--- src/hw/rtl/cbpb_pkg.sv ---
package cbpb_pkg;

    localparam int PORTS_DEF     = 8;
    localparam int DATA_BITS_DEF = 32;

    localparam int LAT_W     = 8;
    localparam int STAMP_W   = 8;
    localparam int DEST_W    = 3;
    localparam int PAY_W     = 32;
    localparam int RMASK_W   = 8;
    localparam int OPORT_W   = 3;

    // input tdata: dest_port, payload, ready_mask
    localparam int S_DEST_LSB  = 0;
    localparam int S_PAY_LSB   = S_DEST_LSB + DEST_W;
    localparam int S_RMASK_LSB = S_PAY_LSB + PAY_W;
    localparam int S_USED_W    = S_RMASK_LSB + RMASK_W;
    localparam int S_TDATA_W   = ((S_USED_W + 7) / 8) * 8;

    // output tdata: accepted, deliver_valid, out_port, out_payload
    localparam int M_ACC_LSB   = 0;
    localparam int M_DV_LSB    = 1;
    localparam int M_PORT_LSB  = 2;
    localparam int M_PAY_LSB   = M_PORT_LSB + OPORT_W;
    localparam int M_USED_W    = M_PAY_LSB + PAY_W;
    localparam int M_TDATA_W   = ((M_USED_W + 7) / 8) * 8;

    localparam logic OP_RECV = 1'b0;
    localparam logic OP_TICK = 1'b1;

    localparam logic [LAT_W-1:0] LAT_RESET = 8'd1;

    // steps of the bit-serial remainder of (phase + 1) by latency
    localparam int MOD_STEPS = LAT_W + 1;
    localparam int STEP_W    = 4;

    typedef struct packed {
        logic move;
        logic deliver;
        logic out_busy;
    } t_port_ctl;

endpackage

--- src/hw/rtl/cbpb_slot_ram.sv ---
module cbpb_slot_ram #(
    parameter int DEPTH = cbpb_pkg::PORTS_DEF,
    parameter int WIDTH = cbpb_pkg::DATA_BITS_DEF + cbpb_pkg::STAMP_W
) (
    input  logic                     i_clk,
    input  logic                     i_we,
    input  logic [$clog2(DEPTH)-1:0] i_waddr,
    input  logic [WIDTH-1:0]         i_wdata,
    input  logic [$clog2(DEPTH)-1:0] i_raddr,
    output logic [WIDTH-1:0]         o_rdata
);

    logic [WIDTH-1:0] r_mem [DEPTH];
    logic [WIDTH-1:0] r_rdata;

    always_ff @(posedge i_clk) begin
        if (i_we) begin
            r_mem[i_waddr] <= i_wdata;
        end
    end

    always_ff @(posedge i_clk) begin
        r_rdata <= r_mem[i_raddr];
    end

    assign o_rdata = r_rdata;

endmodule

--- src/hw/rtl/cbpb_port_unit.sv ---
module cbpb_port_unit #(
    parameter int DATA_BITS = cbpb_pkg::DATA_BITS_DEF
) (
    input  logic                         i_phase_zero,
    input  logic                         i_in_busy,
    input  logic                         i_out_busy,
    input  logic                         i_ready,
    input  logic [cbpb_pkg::STAMP_W-1:0] i_in_stamp,
    input  logic [cbpb_pkg::STAMP_W-1:0] i_out_stamp,
    input  logic [DATA_BITS-1:0]         i_in_data,
    input  logic [DATA_BITS-1:0]         i_out_data,
    output cbpb_pkg::t_port_ctl          o_ctl,
    output logic [DATA_BITS-1:0]         o_data
);
    import cbpb_pkg::*;

    logic w_older;
    logic w_busy_after;

    // output slot holds an older packet: input slot waits
    assign w_older      = i_out_busy && (i_out_stamp < i_in_stamp);
    assign o_ctl.move   = i_phase_zero && i_in_busy && !w_older;
    assign w_busy_after = o_ctl.move || i_out_busy;
    assign o_ctl.deliver  = i_phase_zero && w_busy_after && i_ready;
    assign o_ctl.out_busy = w_busy_after && !o_ctl.deliver;
    assign o_data = o_ctl.move ? i_in_data : i_out_data;

endmodule

--- src/hw/rtl/ideal_crossbar_port_buffers.sv ---
// Crossbar port buffers: one input slot and one output slot per port.
// Slave stream: tuser = opcode (receive or tick); tdata carries dest_port,
// payload and ready_mask. Master stream: one result per transfer; tdata
// carries accepted, deliver_valid, out_port, out_payload; tlast marks the
// final result of an input item.
// Receive: the result is in the output register in the cycle after the
// input transfer. Tick: a 9-step bit-serial remainder unit advances the
// phase counter modulo latency_period, then the sequencer visits one port per
// cycle unless the receiver stalls, reading its slots from the slot RAMs and
// driving the shared stamp-compare/move/deliver unit: one result per port,
// and tready stays low until the last port is done.
// The block takes one item at a time; tready is high only when idle and the
// output register is empty or draining.
// A receiver stall holds the output register and halts the port sequencer.
// Reset (synchronous, active low) clears all busy bits, the phase counter and
// the output valid, and sets latency_period to 1. i_cfg_we writes
// latency_period at once; write it only while idle.
module ideal_crossbar_port_buffers #(
    parameter int PORTS     = cbpb_pkg::PORTS_DEF,
    parameter int DATA_BITS = cbpb_pkg::DATA_BITS_DEF
) (
    input  logic                           i_clk,
    input  logic                           i_rst_n,
    input  logic                           s_axis_tvalid,
    output logic                           s_axis_tready,
    // dest_port[2:0], payload[34:3], ready_mask[42:35]
    input  logic [cbpb_pkg::S_TDATA_W-1:0] s_axis_tdata,
    // opcode
    input  logic                           s_axis_tuser,
    output logic                           m_axis_tvalid,
    input  logic                           m_axis_tready,
    // accepted[0], deliver_valid[1], out_port[4:2], out_payload[36:5]
    output logic [cbpb_pkg::M_TDATA_W-1:0] m_axis_tdata,
    output logic                           m_axis_tlast,
    input  logic                           i_cfg_we,
    input  logic [cbpb_pkg::LAT_W-1:0]     i_cfg_wdata
);
    import cbpb_pkg::*;

    localparam int AW = $clog2(PORTS);
    localparam int SW = STAMP_W + DATA_BITS;
    localparam logic [AW-1:0] LAST_PORT = AW'(PORTS - 1);

    localparam logic [1:0] ST_IDLE = 2'd0;
    localparam logic [1:0] ST_MOD  = 2'd1;
    localparam logic [1:0] ST_EX   = 2'd2;

    logic [1:0]         r_state, n_state;
    logic [LAT_W-1:0]   r_lat;
    logic [STAMP_W-1:0] r_phase;
    logic               r_phz;
    logic [LAT_W-1:0]   r_rem;
    logic [LAT_W:0]     r_div;
    logic [STEP_W-1:0]  r_step;
    logic [AW-1:0]      r_port;
    logic [PORTS-1:0]   r_ready;
    logic [PORTS-1:0]   r_in_busy;
    logic [PORTS-1:0]   r_out_busy;

    logic               r_m_valid;
    logic               r_m_acc;
    logic               r_m_dv;
    logic [OPORT_W-1:0] r_m_port;
    logic [PAY_W-1:0]   r_m_pay;
    logic               r_m_last;

    logic [DEST_W-1:0]  w_dest;
    logic [PAY_W-1:0]   w_pay;
    logic [RMASK_W-1:0] w_rmask;
    logic [PORTS-1:0]   w_ready_vec;
    logic [AW-1:0]      w_dest_idx;
    logic               w_out_free;
    logic               w_s_fire;
    logic               w_rx;
    logic               w_tick;
    logic               w_rx_ok;
    logic               w_ex_fire;
    logic [AW-1:0]      w_raddr;
    logic [SW-1:0]      w_in_rd;
    logic [SW-1:0]      w_out_rd;
    logic [LAT_W:0]     w_trial;
    logic [LAT_W-1:0]   n_rem;
    logic               w_mod_done;
    t_port_ctl          w_ctl;
    logic [DATA_BITS-1:0] w_data;

    assign w_dest  = s_axis_tdata[S_DEST_LSB +: DEST_W];
    assign w_pay   = s_axis_tdata[S_PAY_LSB +: PAY_W];
    assign w_rmask = s_axis_tdata[S_RMASK_LSB +: RMASK_W];

    for (genvar gi = 0; gi < PORTS; gi++) begin : g_rdy
        if (gi < RMASK_W) begin : g_in
            assign w_ready_vec[gi] = w_rmask[gi];
        end else begin : g_none
            assign w_ready_vec[gi] = 1'b0;
        end
    end

    assign w_dest_idx = AW'(w_dest);
    assign w_out_free = !r_m_valid || m_axis_tready;
    assign s_axis_tready = (r_state == ST_IDLE) && w_out_free;
    assign w_s_fire = s_axis_tvalid && s_axis_tready;
    assign w_rx     = w_s_fire && (s_axis_tuser == OP_RECV);
    assign w_tick   = w_s_fire && (s_axis_tuser == OP_TICK);
    assign w_rx_ok  = (32'(w_dest) < PORTS) && !r_in_busy[w_dest_idx];
    assign w_ex_fire = (r_state == ST_EX) && w_out_free;

    assign w_raddr = (w_ex_fire && (r_port != LAST_PORT)) ? r_port + AW'(1) : r_port;

    // remainder step
    assign w_trial    = {r_rem, r_div[LAT_W]};
    assign n_rem      = (w_trial >= {1'b0, r_lat}) ? LAT_W'(w_trial - {1'b0, r_lat})
                                                   : LAT_W'(w_trial);
    assign w_mod_done = (r_step == STEP_W'(MOD_STEPS - 1));

    cbpb_slot_ram #(.DEPTH(PORTS), .WIDTH(SW)) u_in_ram (
        .i_clk   (i_clk),
        .i_we    (w_rx && w_rx_ok),
        .i_waddr (w_dest_idx),
        .i_wdata ({r_phase, DATA_BITS'(w_pay)}),
        .i_raddr (w_raddr),
        .o_rdata (w_in_rd)
    );

    cbpb_slot_ram #(.DEPTH(PORTS), .WIDTH(SW)) u_out_ram (
        .i_clk   (i_clk),
        .i_we    (w_ex_fire && w_ctl.move),
        .i_waddr (r_port),
        .i_wdata (w_in_rd),
        .i_raddr (w_raddr),
        .o_rdata (w_out_rd)
    );

    cbpb_port_unit #(.DATA_BITS(DATA_BITS)) u_port (
        .i_phase_zero (r_phz),
        .i_in_busy    (r_in_busy[r_port]),
        .i_out_busy   (r_out_busy[r_port]),
        .i_ready      (r_ready[r_port]),
        .i_in_stamp   (w_in_rd[DATA_BITS +: STAMP_W]),
        .i_out_stamp  (w_out_rd[DATA_BITS +: STAMP_W]),
        .i_in_data    (w_in_rd[DATA_BITS-1:0]),
        .i_out_data   (w_out_rd[DATA_BITS-1:0]),
        .o_ctl        (w_ctl),
        .o_data       (w_data)
    );

    always_comb begin
        n_state = r_state;
        unique case (r_state)
            ST_IDLE: begin
                if (w_tick) begin
                    n_state = ST_MOD;
                end
            end
            ST_MOD: begin
                if (w_mod_done) begin
                    n_state = ST_EX;
                end
            end
            ST_EX: begin
                if (w_ex_fire && (r_port == LAST_PORT)) begin
                    n_state = ST_IDLE;
                end
            end
            default: n_state = ST_IDLE;
        endcase
    end

    always_ff @(posedge i_clk) begin
        if (!i_rst_n) begin
            r_state    <= ST_IDLE;
            r_lat      <= LAT_RESET;
            r_phase    <= '0;
            r_phz      <= 1'b0;
            r_step     <= '0;
            r_port     <= '0;
            r_in_busy  <= '0;
            r_out_busy <= '0;
            r_m_valid  <= 1'b0;
        end else begin
            r_state <= n_state;
            if (i_cfg_we) begin
                r_lat <= i_cfg_wdata;
            end
            if (w_rx && w_rx_ok) begin
                r_in_busy[w_dest_idx] <= 1'b1;
            end
            if (w_tick) begin
                r_step <= '0;
                r_port <= '0;
            end
            if (r_state == ST_MOD) begin
                r_step <= r_step + STEP_W'(1);
                if (w_mod_done) begin
                    r_phase <= (r_lat == '0) ? '0 : n_rem;
                    r_phz   <= (r_lat == '0) || (n_rem == '0);
                end
            end
            if (w_ex_fire) begin
                if (w_ctl.move) begin
                    r_in_busy[r_port] <= 1'b0;
                end
                r_out_busy[r_port] <= w_ctl.out_busy;
                if (r_port != LAST_PORT) begin
                    r_port <= r_port + AW'(1);
                end
            end
            if (w_rx || w_ex_fire) begin
                r_m_valid <= 1'b1;
            end else if (m_axis_tready) begin
                r_m_valid <= 1'b0;
            end
        end
    end

    always_ff @(posedge i_clk) begin
        if (w_tick) begin
            r_ready <= w_ready_vec;
            r_rem   <= '0;
            r_div   <= {1'b0, r_phase} + (LAT_W + 1)'(1);
        end else if (r_state == ST_MOD) begin
            r_rem <= n_rem;
            r_div <= {r_div[LAT_W-1:0], 1'b0};
        end
        if (w_rx) begin
            r_m_acc  <= w_rx_ok;
            r_m_dv   <= 1'b0;
            r_m_port <= w_dest;
            r_m_pay  <= '0;
            r_m_last <= 1'b1;
        end else if (w_ex_fire) begin
            r_m_acc  <= 1'b0;
            r_m_dv   <= w_ctl.deliver;
            r_m_port <= OPORT_W'(r_port);
            r_m_pay  <= w_ctl.deliver ? PAY_W'(w_data) : '0;
            r_m_last <= (r_port == LAST_PORT);
        end
    end

    assign m_axis_tvalid = r_m_valid;
    assign m_axis_tlast  = r_m_last;
    assign m_axis_tdata  = M_TDATA_W'({r_m_pay, r_m_port, r_m_dv, r_m_acc});

endmodule

--- config.mk ---
export PLATFORM = sky130hd
export DESIGN_NAME = ideal_crossbar_port_buffers
export DESIGN_NICKNAME = d
export VERILOG_FILES = /design/src/hw/rtl/cbpb_pkg.sv /design/src/hw/rtl/cbpb_slot_ram.sv /design/src/hw/rtl/cbpb_port_unit.sv /design/src/hw/rtl/ideal_crossbar_port_buffers.sv
export SDC_FILE = /design/constraint.sdc
export NUM_CORES = 1
export LEC_CHECK = 0
export BUFFER_PORTS_ARGS = -buffer_cell sky130_fd_sc_hd__buf_4
export CELL_PAD_IN_SITES_DETAIL_PLACEMENT = 0
export CELL_PAD_IN_SITES_GLOBAL_PLACEMENT = 1
export CORE_AREA = 2 2 265 241
export DETAILED_ROUTE_END_ITERATION = 6
export DIE_AREA = 0 0 267 243
export PLACE_DENSITY = 0.8
export RECOVER_POWER = 100
export SLEW_MARGIN = 25
export SYNTH_ARGS = -nofsm -noshare
export SYNTH_HDL_FRONTEND = slang
export SYNTH_SLANG_ARGS = --single-unit
--- constraint.sdc ---
create_clock -name i_clk -period 8.3 [get_ports i_clk]
set_input_delay 0.415 -clock i_clk [delete_from_list [all_inputs] [get_ports i_clk]]
set_output_delay 0.415 -clock i_clk [all_outputs]
set_load 0.03 [all_outputs]
; ---- Word-level counts from Yosys, hierarchy flattened
; Memory sizes are Yosys's and may differ from the RTL's. A register that Yosys moved wholly into a read port is not among the register bits.
; Index checks and enable logic that the tools add are counted.
[totals]
ff_bits = 106
ramBits = 640
out_inout_bits = 43
wordCells = 117
memories = 2
[classes]
addsub = 4
bitwise_logic = 4
reduce_logical = 33
n_mux = 43
order_cmp = 6
eq_ne = 8
[mem_list]
columns = memory, words, width, read_ports, rd_clocked_by_memory_dff, wr, line_no
row1 = u_in_ram.r_mem, 8, 40, 1, 1, 1, cbpb_slot_ram.sv:13  ; logic [WIDTH-1:0] r_mem [DEPTH];
row2 = u_out_ram.r_mem, 8, 40, 1, 1, 1, cbpb_slot_ram.sv:13
[ops]
columns = operator, n
row1 = 2-to-1 mux 32 bit, 2
row2 = 2-to-1 mux 8 bit, 6
row3 = 2-to-1 mux 3 bit, 6
row4 = 2-to-1 mux 9 bit, 2
row5 = logical AND 1 bit, 17
row6 = logical NOT 8 bit, 2
row7 = 2-to-1 mux 1 bit, 14
row8 = binary-select mux 1 bit (select 3 bit), 4
row9 = "adder 8 x 1 -> 9 bit, second input constant", 1
row10 = greater-or-equal comparator 9 x 8 -> 1 bit, 1
row11 = AND 8 bit, 1
row12 = bitwise mux 8 bit, 1
row13 = "< comparator 3 x 4 -> 1 bit, second input constant", 2
row14 = < comparator 8 bit, 1
row15 = 2-to-1 mux 4 bit, 2
row16 = NOT 8 bit, 1
row17 = OR 8 bit, 1
row18 = subtractor 8 bit, 1
row19 = demux 1 bit (select 3 bit), 2
row20 = "greater-or-equal comparator 3 x 1 -> 1 bit, second input constant", 2
row21 = 2-to-1 mux 2 bit, 3
row22 = case mux 2 bit (3 select lines), 1
row23 = nonzero test 2 bit, 3
row24 = "adder 4 x 1 -> 4 bit, second input constant", 1
row25 = 14 further kinds, 21

; ---- Logic depth before layout (Yosys ltp)
[depth]
word_depth = 11
ltp_mapped = 10
depth_no_buf = 9

; ---- Modules after synthesis
; Synthesis repeated with hierarchy kept, for this count alone.
[hier_totals]
cells_unflattened = 1694
area_unflattened_um2 = 32498.7
[by_module_without_submodules]
columns = mod, seq_area_each_um2, cells_each, area_per_inst_um2, n_inst
row1 = cbpb_slot_ram, 10410.0, 515, 13171.4, 2
row2 = ideal_crossbar_port_buffers, 2332.2, 476, 4882.2, 1
row3 = cbpb_port_unit, 0.0, 188, 1273.7, 1

; ---- Least setup slack after synthesis
; OpenSTA, ideal clock, no wires.
[synth_path]
path_kind = register to register
from = register r_m_valid (netlist: m_axis_tvalid)
to = register r_in_busy[5]
required_time_ns = 8.223
stages_incl_launch_ff = 6
synth_period_minus_slack_ns = 6.462
arrival_ns = 6.386
slack_ns = 1.838
setup_ns = 0.077
path_cell_list = dfxtp_1 > nor2b_2 > nor3_2 > nand3_2 > nor4b_1 > o221a_2
[synth_between]
elab_chain_cells = 11
elab_cells_between_ends = 12
cone_classes = mux (4) / bitwise (1) / reduce/logical (7)
[synth_lines]
columns = item, line_no
row1 = "start, declared", ideal_crossbar_port_buffers.sv:60  ; logic r_m_valid;
row2 = "start signal, assigned", ideal_crossbar_port_buffers.sv:179  ; r_m_valid <= 1'b0;
row3 = "start signal, assigned", ideal_crossbar_port_buffers.sv:209  ; r_m_valid <= 1'b1;
row4 = "start signal, assigned", ideal_crossbar_port_buffers.sv:211  ; r_m_valid <= 1'b0;
row5 = logical NOT 1 bit (*), ideal_crossbar_port_buffers.sv:100  ; assign w_out_free = !r_m_valid || m_axis_tready;
row6 = logical OR 1 bit (*), ideal_crossbar_port_buffers.sv:100
row7 = logical AND 1 bit (*), ideal_crossbar_port_buffers.sv:101  ; assign s_axis_tready = (r_state == ST_IDLE) && w_out_free;
row8 = named net s_axis_tready, ideal_crossbar_port_buffers.sv:25  ; output logic s_axis_tready,
row9 = logical AND 1 bit (*), ideal_crossbar_port_buffers.sv:102  ; assign w_s_fire = s_axis_tvalid && s_axis_tready;
row10 = logical AND 1 bit (*), ideal_crossbar_port_buffers.sv:103  ; assign w_rx = w_s_fire && (s_axis_tuser == OP_RECV);
row11 = logical AND 1 bit (*), ideal_crossbar_port_buffers.sv:185  ; if (w_rx && w_rx_ok) begin
row12 = 2-to-1 mux 8 bit (*), ideal_crossbar_port_buffers.sv:185
row13 = 2-to-1 mux 8 bit (*), ideal_crossbar_port_buffers.sv:170  ; if (!i_rst_n) begin
row14 = AND 8 bit (no source line), n/a
row15 = 2-to-1 mux 8 bit, ideal_crossbar_port_buffers.sv:200  ; if (w_ctl.move) begin
row16 = 2-to-1 mux 8 bit (*), ideal_crossbar_port_buffers.sv:199  ; if (w_ex_fire) begin
row17 = "end signal, assigned", ideal_crossbar_port_buffers.sv:177  ; r_in_busy <= '0;
row18 = "end signal, assigned by index", ideal_crossbar_port_buffers.sv:186  ; r_in_busy[w_dest_idx] <= 1'b1;
row19 = "end signal, assigned by index", ideal_crossbar_port_buffers.sv:201  ; r_in_busy[r_port] <= 1'b0;
row20 = "end, declared", ideal_crossbar_port_buffers.sv:57  ; logic [PORTS-1:0] r_in_busy;
; Mark *: on every way through the listed nets, which the timed path passes. The rest lies on a longest branch. The select of a mux whose other input is x is not followed.
; A chain may end at the register's enable or synchronous reset.

; ---- Final worst setup path
[layout_path]
from = register r_port[1]
to = memory u_out_ram.r_mem[1][17] in the netlist's numbering (enable)
[layout_between]
elab_chain_cells = 8
elab_cells_between_ends = 11
cone_classes = mux (6) / reduce/logical (5)
[layout_lines]
columns = item, line_no
row1 = "start, declared", ideal_crossbar_port_buffers.sv:55  ; logic [AW-1:0] r_port;
row2 = "start signal, assigned", ideal_crossbar_port_buffers.sv:205  ; r_port <= r_port + AW'(1);
row3 = binary-select mux 1 bit (select 3 bit), ideal_crossbar_port_buffers.sv:137  ; .i_out_busy (r_out_busy[r_port]),
row4 = 2-to-1 mux 1 bit (not written as such), ideal_crossbar_port_buffers.sv:137
row5 = logical AND 1 bit, cbpb_port_unit.sv:21  ; assign w_older = i_out_busy && (i_out_stamp < i_in_stamp);
row6 = logical NOT 1 bit, cbpb_port_unit.sv:22  ; assign o_ctl.move = i_phase_zero && i_in_busy && !w_older;
row7 = logical AND 1 bit, cbpb_port_unit.sv:22
row8 = logical AND 1 bit, ideal_crossbar_port_buffers.sv:127  ; .i_we (w_ex_fire && w_ctl.move),
row9 = 2-to-1 mux 1 bit, cbpb_slot_ram.sv:17  ; if (i_we) begin
row10 = 2-to-1 mux 1 bit (not written as such), cbpb_slot_ram.sv:18  ; r_mem[i_waddr] <= i_wdata;
row11 = "end, declared", cbpb_slot_ram.sv:13
; Parallel ways exist; a longest one is shown, timed or not. The select of a mux whose other input is x is not followed.

==> impl_metrics.toml <==
[outcome]
status = "complete, but fails checks"
violations = "max-capacitance violations, max-slew violations"

[placement]
place_ws_ns = 3.64
hpwl_um = 34900
gp_congestion = 0.779
post_dp_cell_area_um2 = 33000
numPortBuffers = 96

[logic_synthesis]
synth_compound_gate_area_share = 0.0506
yosys.area_share.simple = 0.129
async_flop_share = 0
netlist_instances = 2303
syn_area_um2 = 31400
synthXorXnorAreaFrac = 0.00307
synth_edf_count = 661
synthMuxAreaShare = 0.0471
synth_ff_type = "edfxtp_1"
ys_ff_latch = 826
synth.distinct_cells = 69
yosysWarnings = 0
ys_seq_area_frac = 0.737
yosysMostFrequentCell = "edfxtp_1"
yosysTopAreaCellShare = 0.632
synth_commonest_cells = "edfxtp_1 (661), nand2_1 (557), nand3_1 (174)"
synthAdderAreaFrac = 0.00860
synth.area.top_cells = "edfxtp_1 (63%), dfxtp_1 (11%), nand2_1 (6.7%), mux2i_1 (4.2%), nand3_1 (2.8%)"
avgSynthCellArea_um2 = 13.6
synth_top_area_cell = "edfxtp_1"
synth_top_family_by_area = "simple AND/OR/NAND/NOR gates"

[clock_network]
clockBufferDepth = 3
cts_tree = "yes"
cts_resized = 0
clkTransAtPathRegs_ns = 0.06
htreeDepth = 3
cts_setup_buffers = 0
cts_buffers = 81
ctsRootBufferMaster = "clkbuf_16"
clock_latency_ns = 0.64
cts_sinks = 826

[sta]
fmax_mhz = 173
skew_ns = 0.0274
hold_violations = 0
fin_ws_ns = 2.53
fin_crit_sh = 0.695
finalMaxSlewViolations = 807
min_period_ns = 5.77
slew-limit-headroom = -1.14
rsz0062_at_grt = "false"
setup_violations = 0
setup-tns-final_ns = 0
whs_ns = 0.0262
tightestPinTransition_ns = 3.21

[finish]
fin_area_um2 = 35600
nets = 2509
nFillCells = 4871
areaGrowthSynthToFinish_pct = 13.3
drive_gt1_frac = 0.0774

[die]
core_area_um2 = 62200
die_height_um = 243
ios = 105
rows = 87
die_x_um = 267
die_area_um2 = 64900
start_util = 0.505

[setup_path]
worst_setup_path_end_kind = "flop"
required_ns = 8.46
crit_path_start_kind = "flop"
cp_max_fo = 40
crit_type = "flop to flop"
rrSetupSlack_ns = 2.53
arrival_ns = 5.92

[detailed_routing]
wl_per_cell_um = 20.3
detail_route.first_pass.iterations = 6
drc = 0
dr.first_iter.drc_count = 1681
ant_nets = 0
wl_um = 67900
via_per_inst = 5.57
dr_total_vias = 18600

[power]
peakVddDrop_uv = 146
p_leak_nw = 12.0
powerDensity_nw_per_um2 = 239
power_mw = 8.52

[grt]
antenna_found_initial = 8
grt_pass1_vias = 18300
grt_usage = 0.211
grt_max_degree = 138
grt.overflow.total = 0
grt_pass1_wl_um = 105000

[min_path]
hold_class = "input port to flop"

[job]
cap_violations = 19
[registers in the layout, indices dropped and copies added, names as in the netlist]
register and flops:
u_in_ram.o_rdata 40, m_axis_tlast 1, u_in_ram.r_mem 320, r_m_acc 1, r_phase 8, r_m_pay 32
m_axis_tvalid 1, r_out_busy 8, r_ready 8, r_step 4, r_rem 8, r_port 3
r_m_dv 1, r_phz 1, u_out_ram.o_rdata 40, u_out_ram.r_mem 320, r_in_busy 8, r_state 2
r_div 9, r_m_port 3, r_lat 8
[placed cells by master (no fill, tap or decap), drive strengths merged, types with 4 or more instances in the layout]
master,n
a31oi,4
nor2,53
xor2,6
and3,80
clkbuf,214
nand4,6
nand2b,6
mux2i,133
xnor2,5
a2bb2oi,6
nor4,7
nand2,557
bufinv,4
diode,6
a21oi,27
a211oi,4
dlygate4sd3,40
ha,20
o21ai,61
o22ai,5
nand3,175
nor2b,6
inv,37
mux2,8
o221a,7
nor3,6
clkinv,25
buf,27
dfxtp,165
edfxtp,661
o31ai,4
a32oi,80
[report_power, final]
| group | switching, mW | leakage, nW | internal, mW |
|---|---|---|---|
| clock | 1.52 | 1.28 | 2.05 |
| sequential | 0.0341 | 7.34 | 4.49 |
| combinational | 0.256 | 3.37 | 0.177 |
| total | 1.81 | 12.0 | 6.72 |
[metal layers]
metal,vias up,part of all wire,GRT usage
li1,8712,-,-
met1,9208,0.43,0.290
met3,114,0.069,0.0443
met4,8,0.020,0.0537
met5,-,0.00060,0
met2,574,0.48,0.345
[kinds of logic (layout without fill, tap and decap cells)]
group	after synthesis	count (layout)
buf+inv	161	350
mux	143	143
simple gates	920	920
other cells	1	9
fa+ha+maj	21	21
xor+xnor	11	11
compound gates	220	220
flops	826	826
[timing repair]
action                                 4_1_cts  5_1_grt
setup endpoints to repair                    0        0
endpoints found under the hold margin      222        0
hold buffers                                40        0
[worst paths after layout]
path	from	to	depth (start not counted)
worst min-delay path	i_cfg_wdata[1]	r_lat[1]$_SDFFE_PN0P_	3
worst max-delay path	r_port[1]$_SDFF_PN0_	u_out_ram.r_mem[1][17]$_DFFE_PP_	8
worst min register to register	r_m_dv$_SDFFE_PP0P_	r_m_dv$_SDFFE_PP0P_	2
worst max register to register	r_port[1]$_SDFF_PN0_	u_out_ram.r_mem[1][17]$_DFFE_PP_	8
[final cells by class]
type                    count  area (um2)  share of cell area
diodes                      6        15.0            0.000422
clock buffers             114        2270              0.0638
clock inverters            37         340             0.00956
inverters                  32         120             0.00337
multi-input cells        1318        7610               0.214
flip-flops and latches    826       23200               0.650
well taps                 845        1060              0.0297
repair buffers            167        1030              0.0290
[per-stage QoR]
stage,cells,utilization
floorplan,2305,-
CTS,3339,0.579
global route,3342,0.573
finish,3345,0.573
detailed placement,3148,0.531
global placement,3148,0.531
[worst max-delay path, stage by stage, from the launching register on]
cell      delay (ns)
dfxtp_1         0.57
nand2b_1        0.52
o221ai_1        0.26
a21o_1          0.23
a21boi_4        0.11
buf_4           0.58
nand3_1         0.52
nor3_1          0.27
clkbuf_1        2.19
Power figures use the tool's default switching activity.
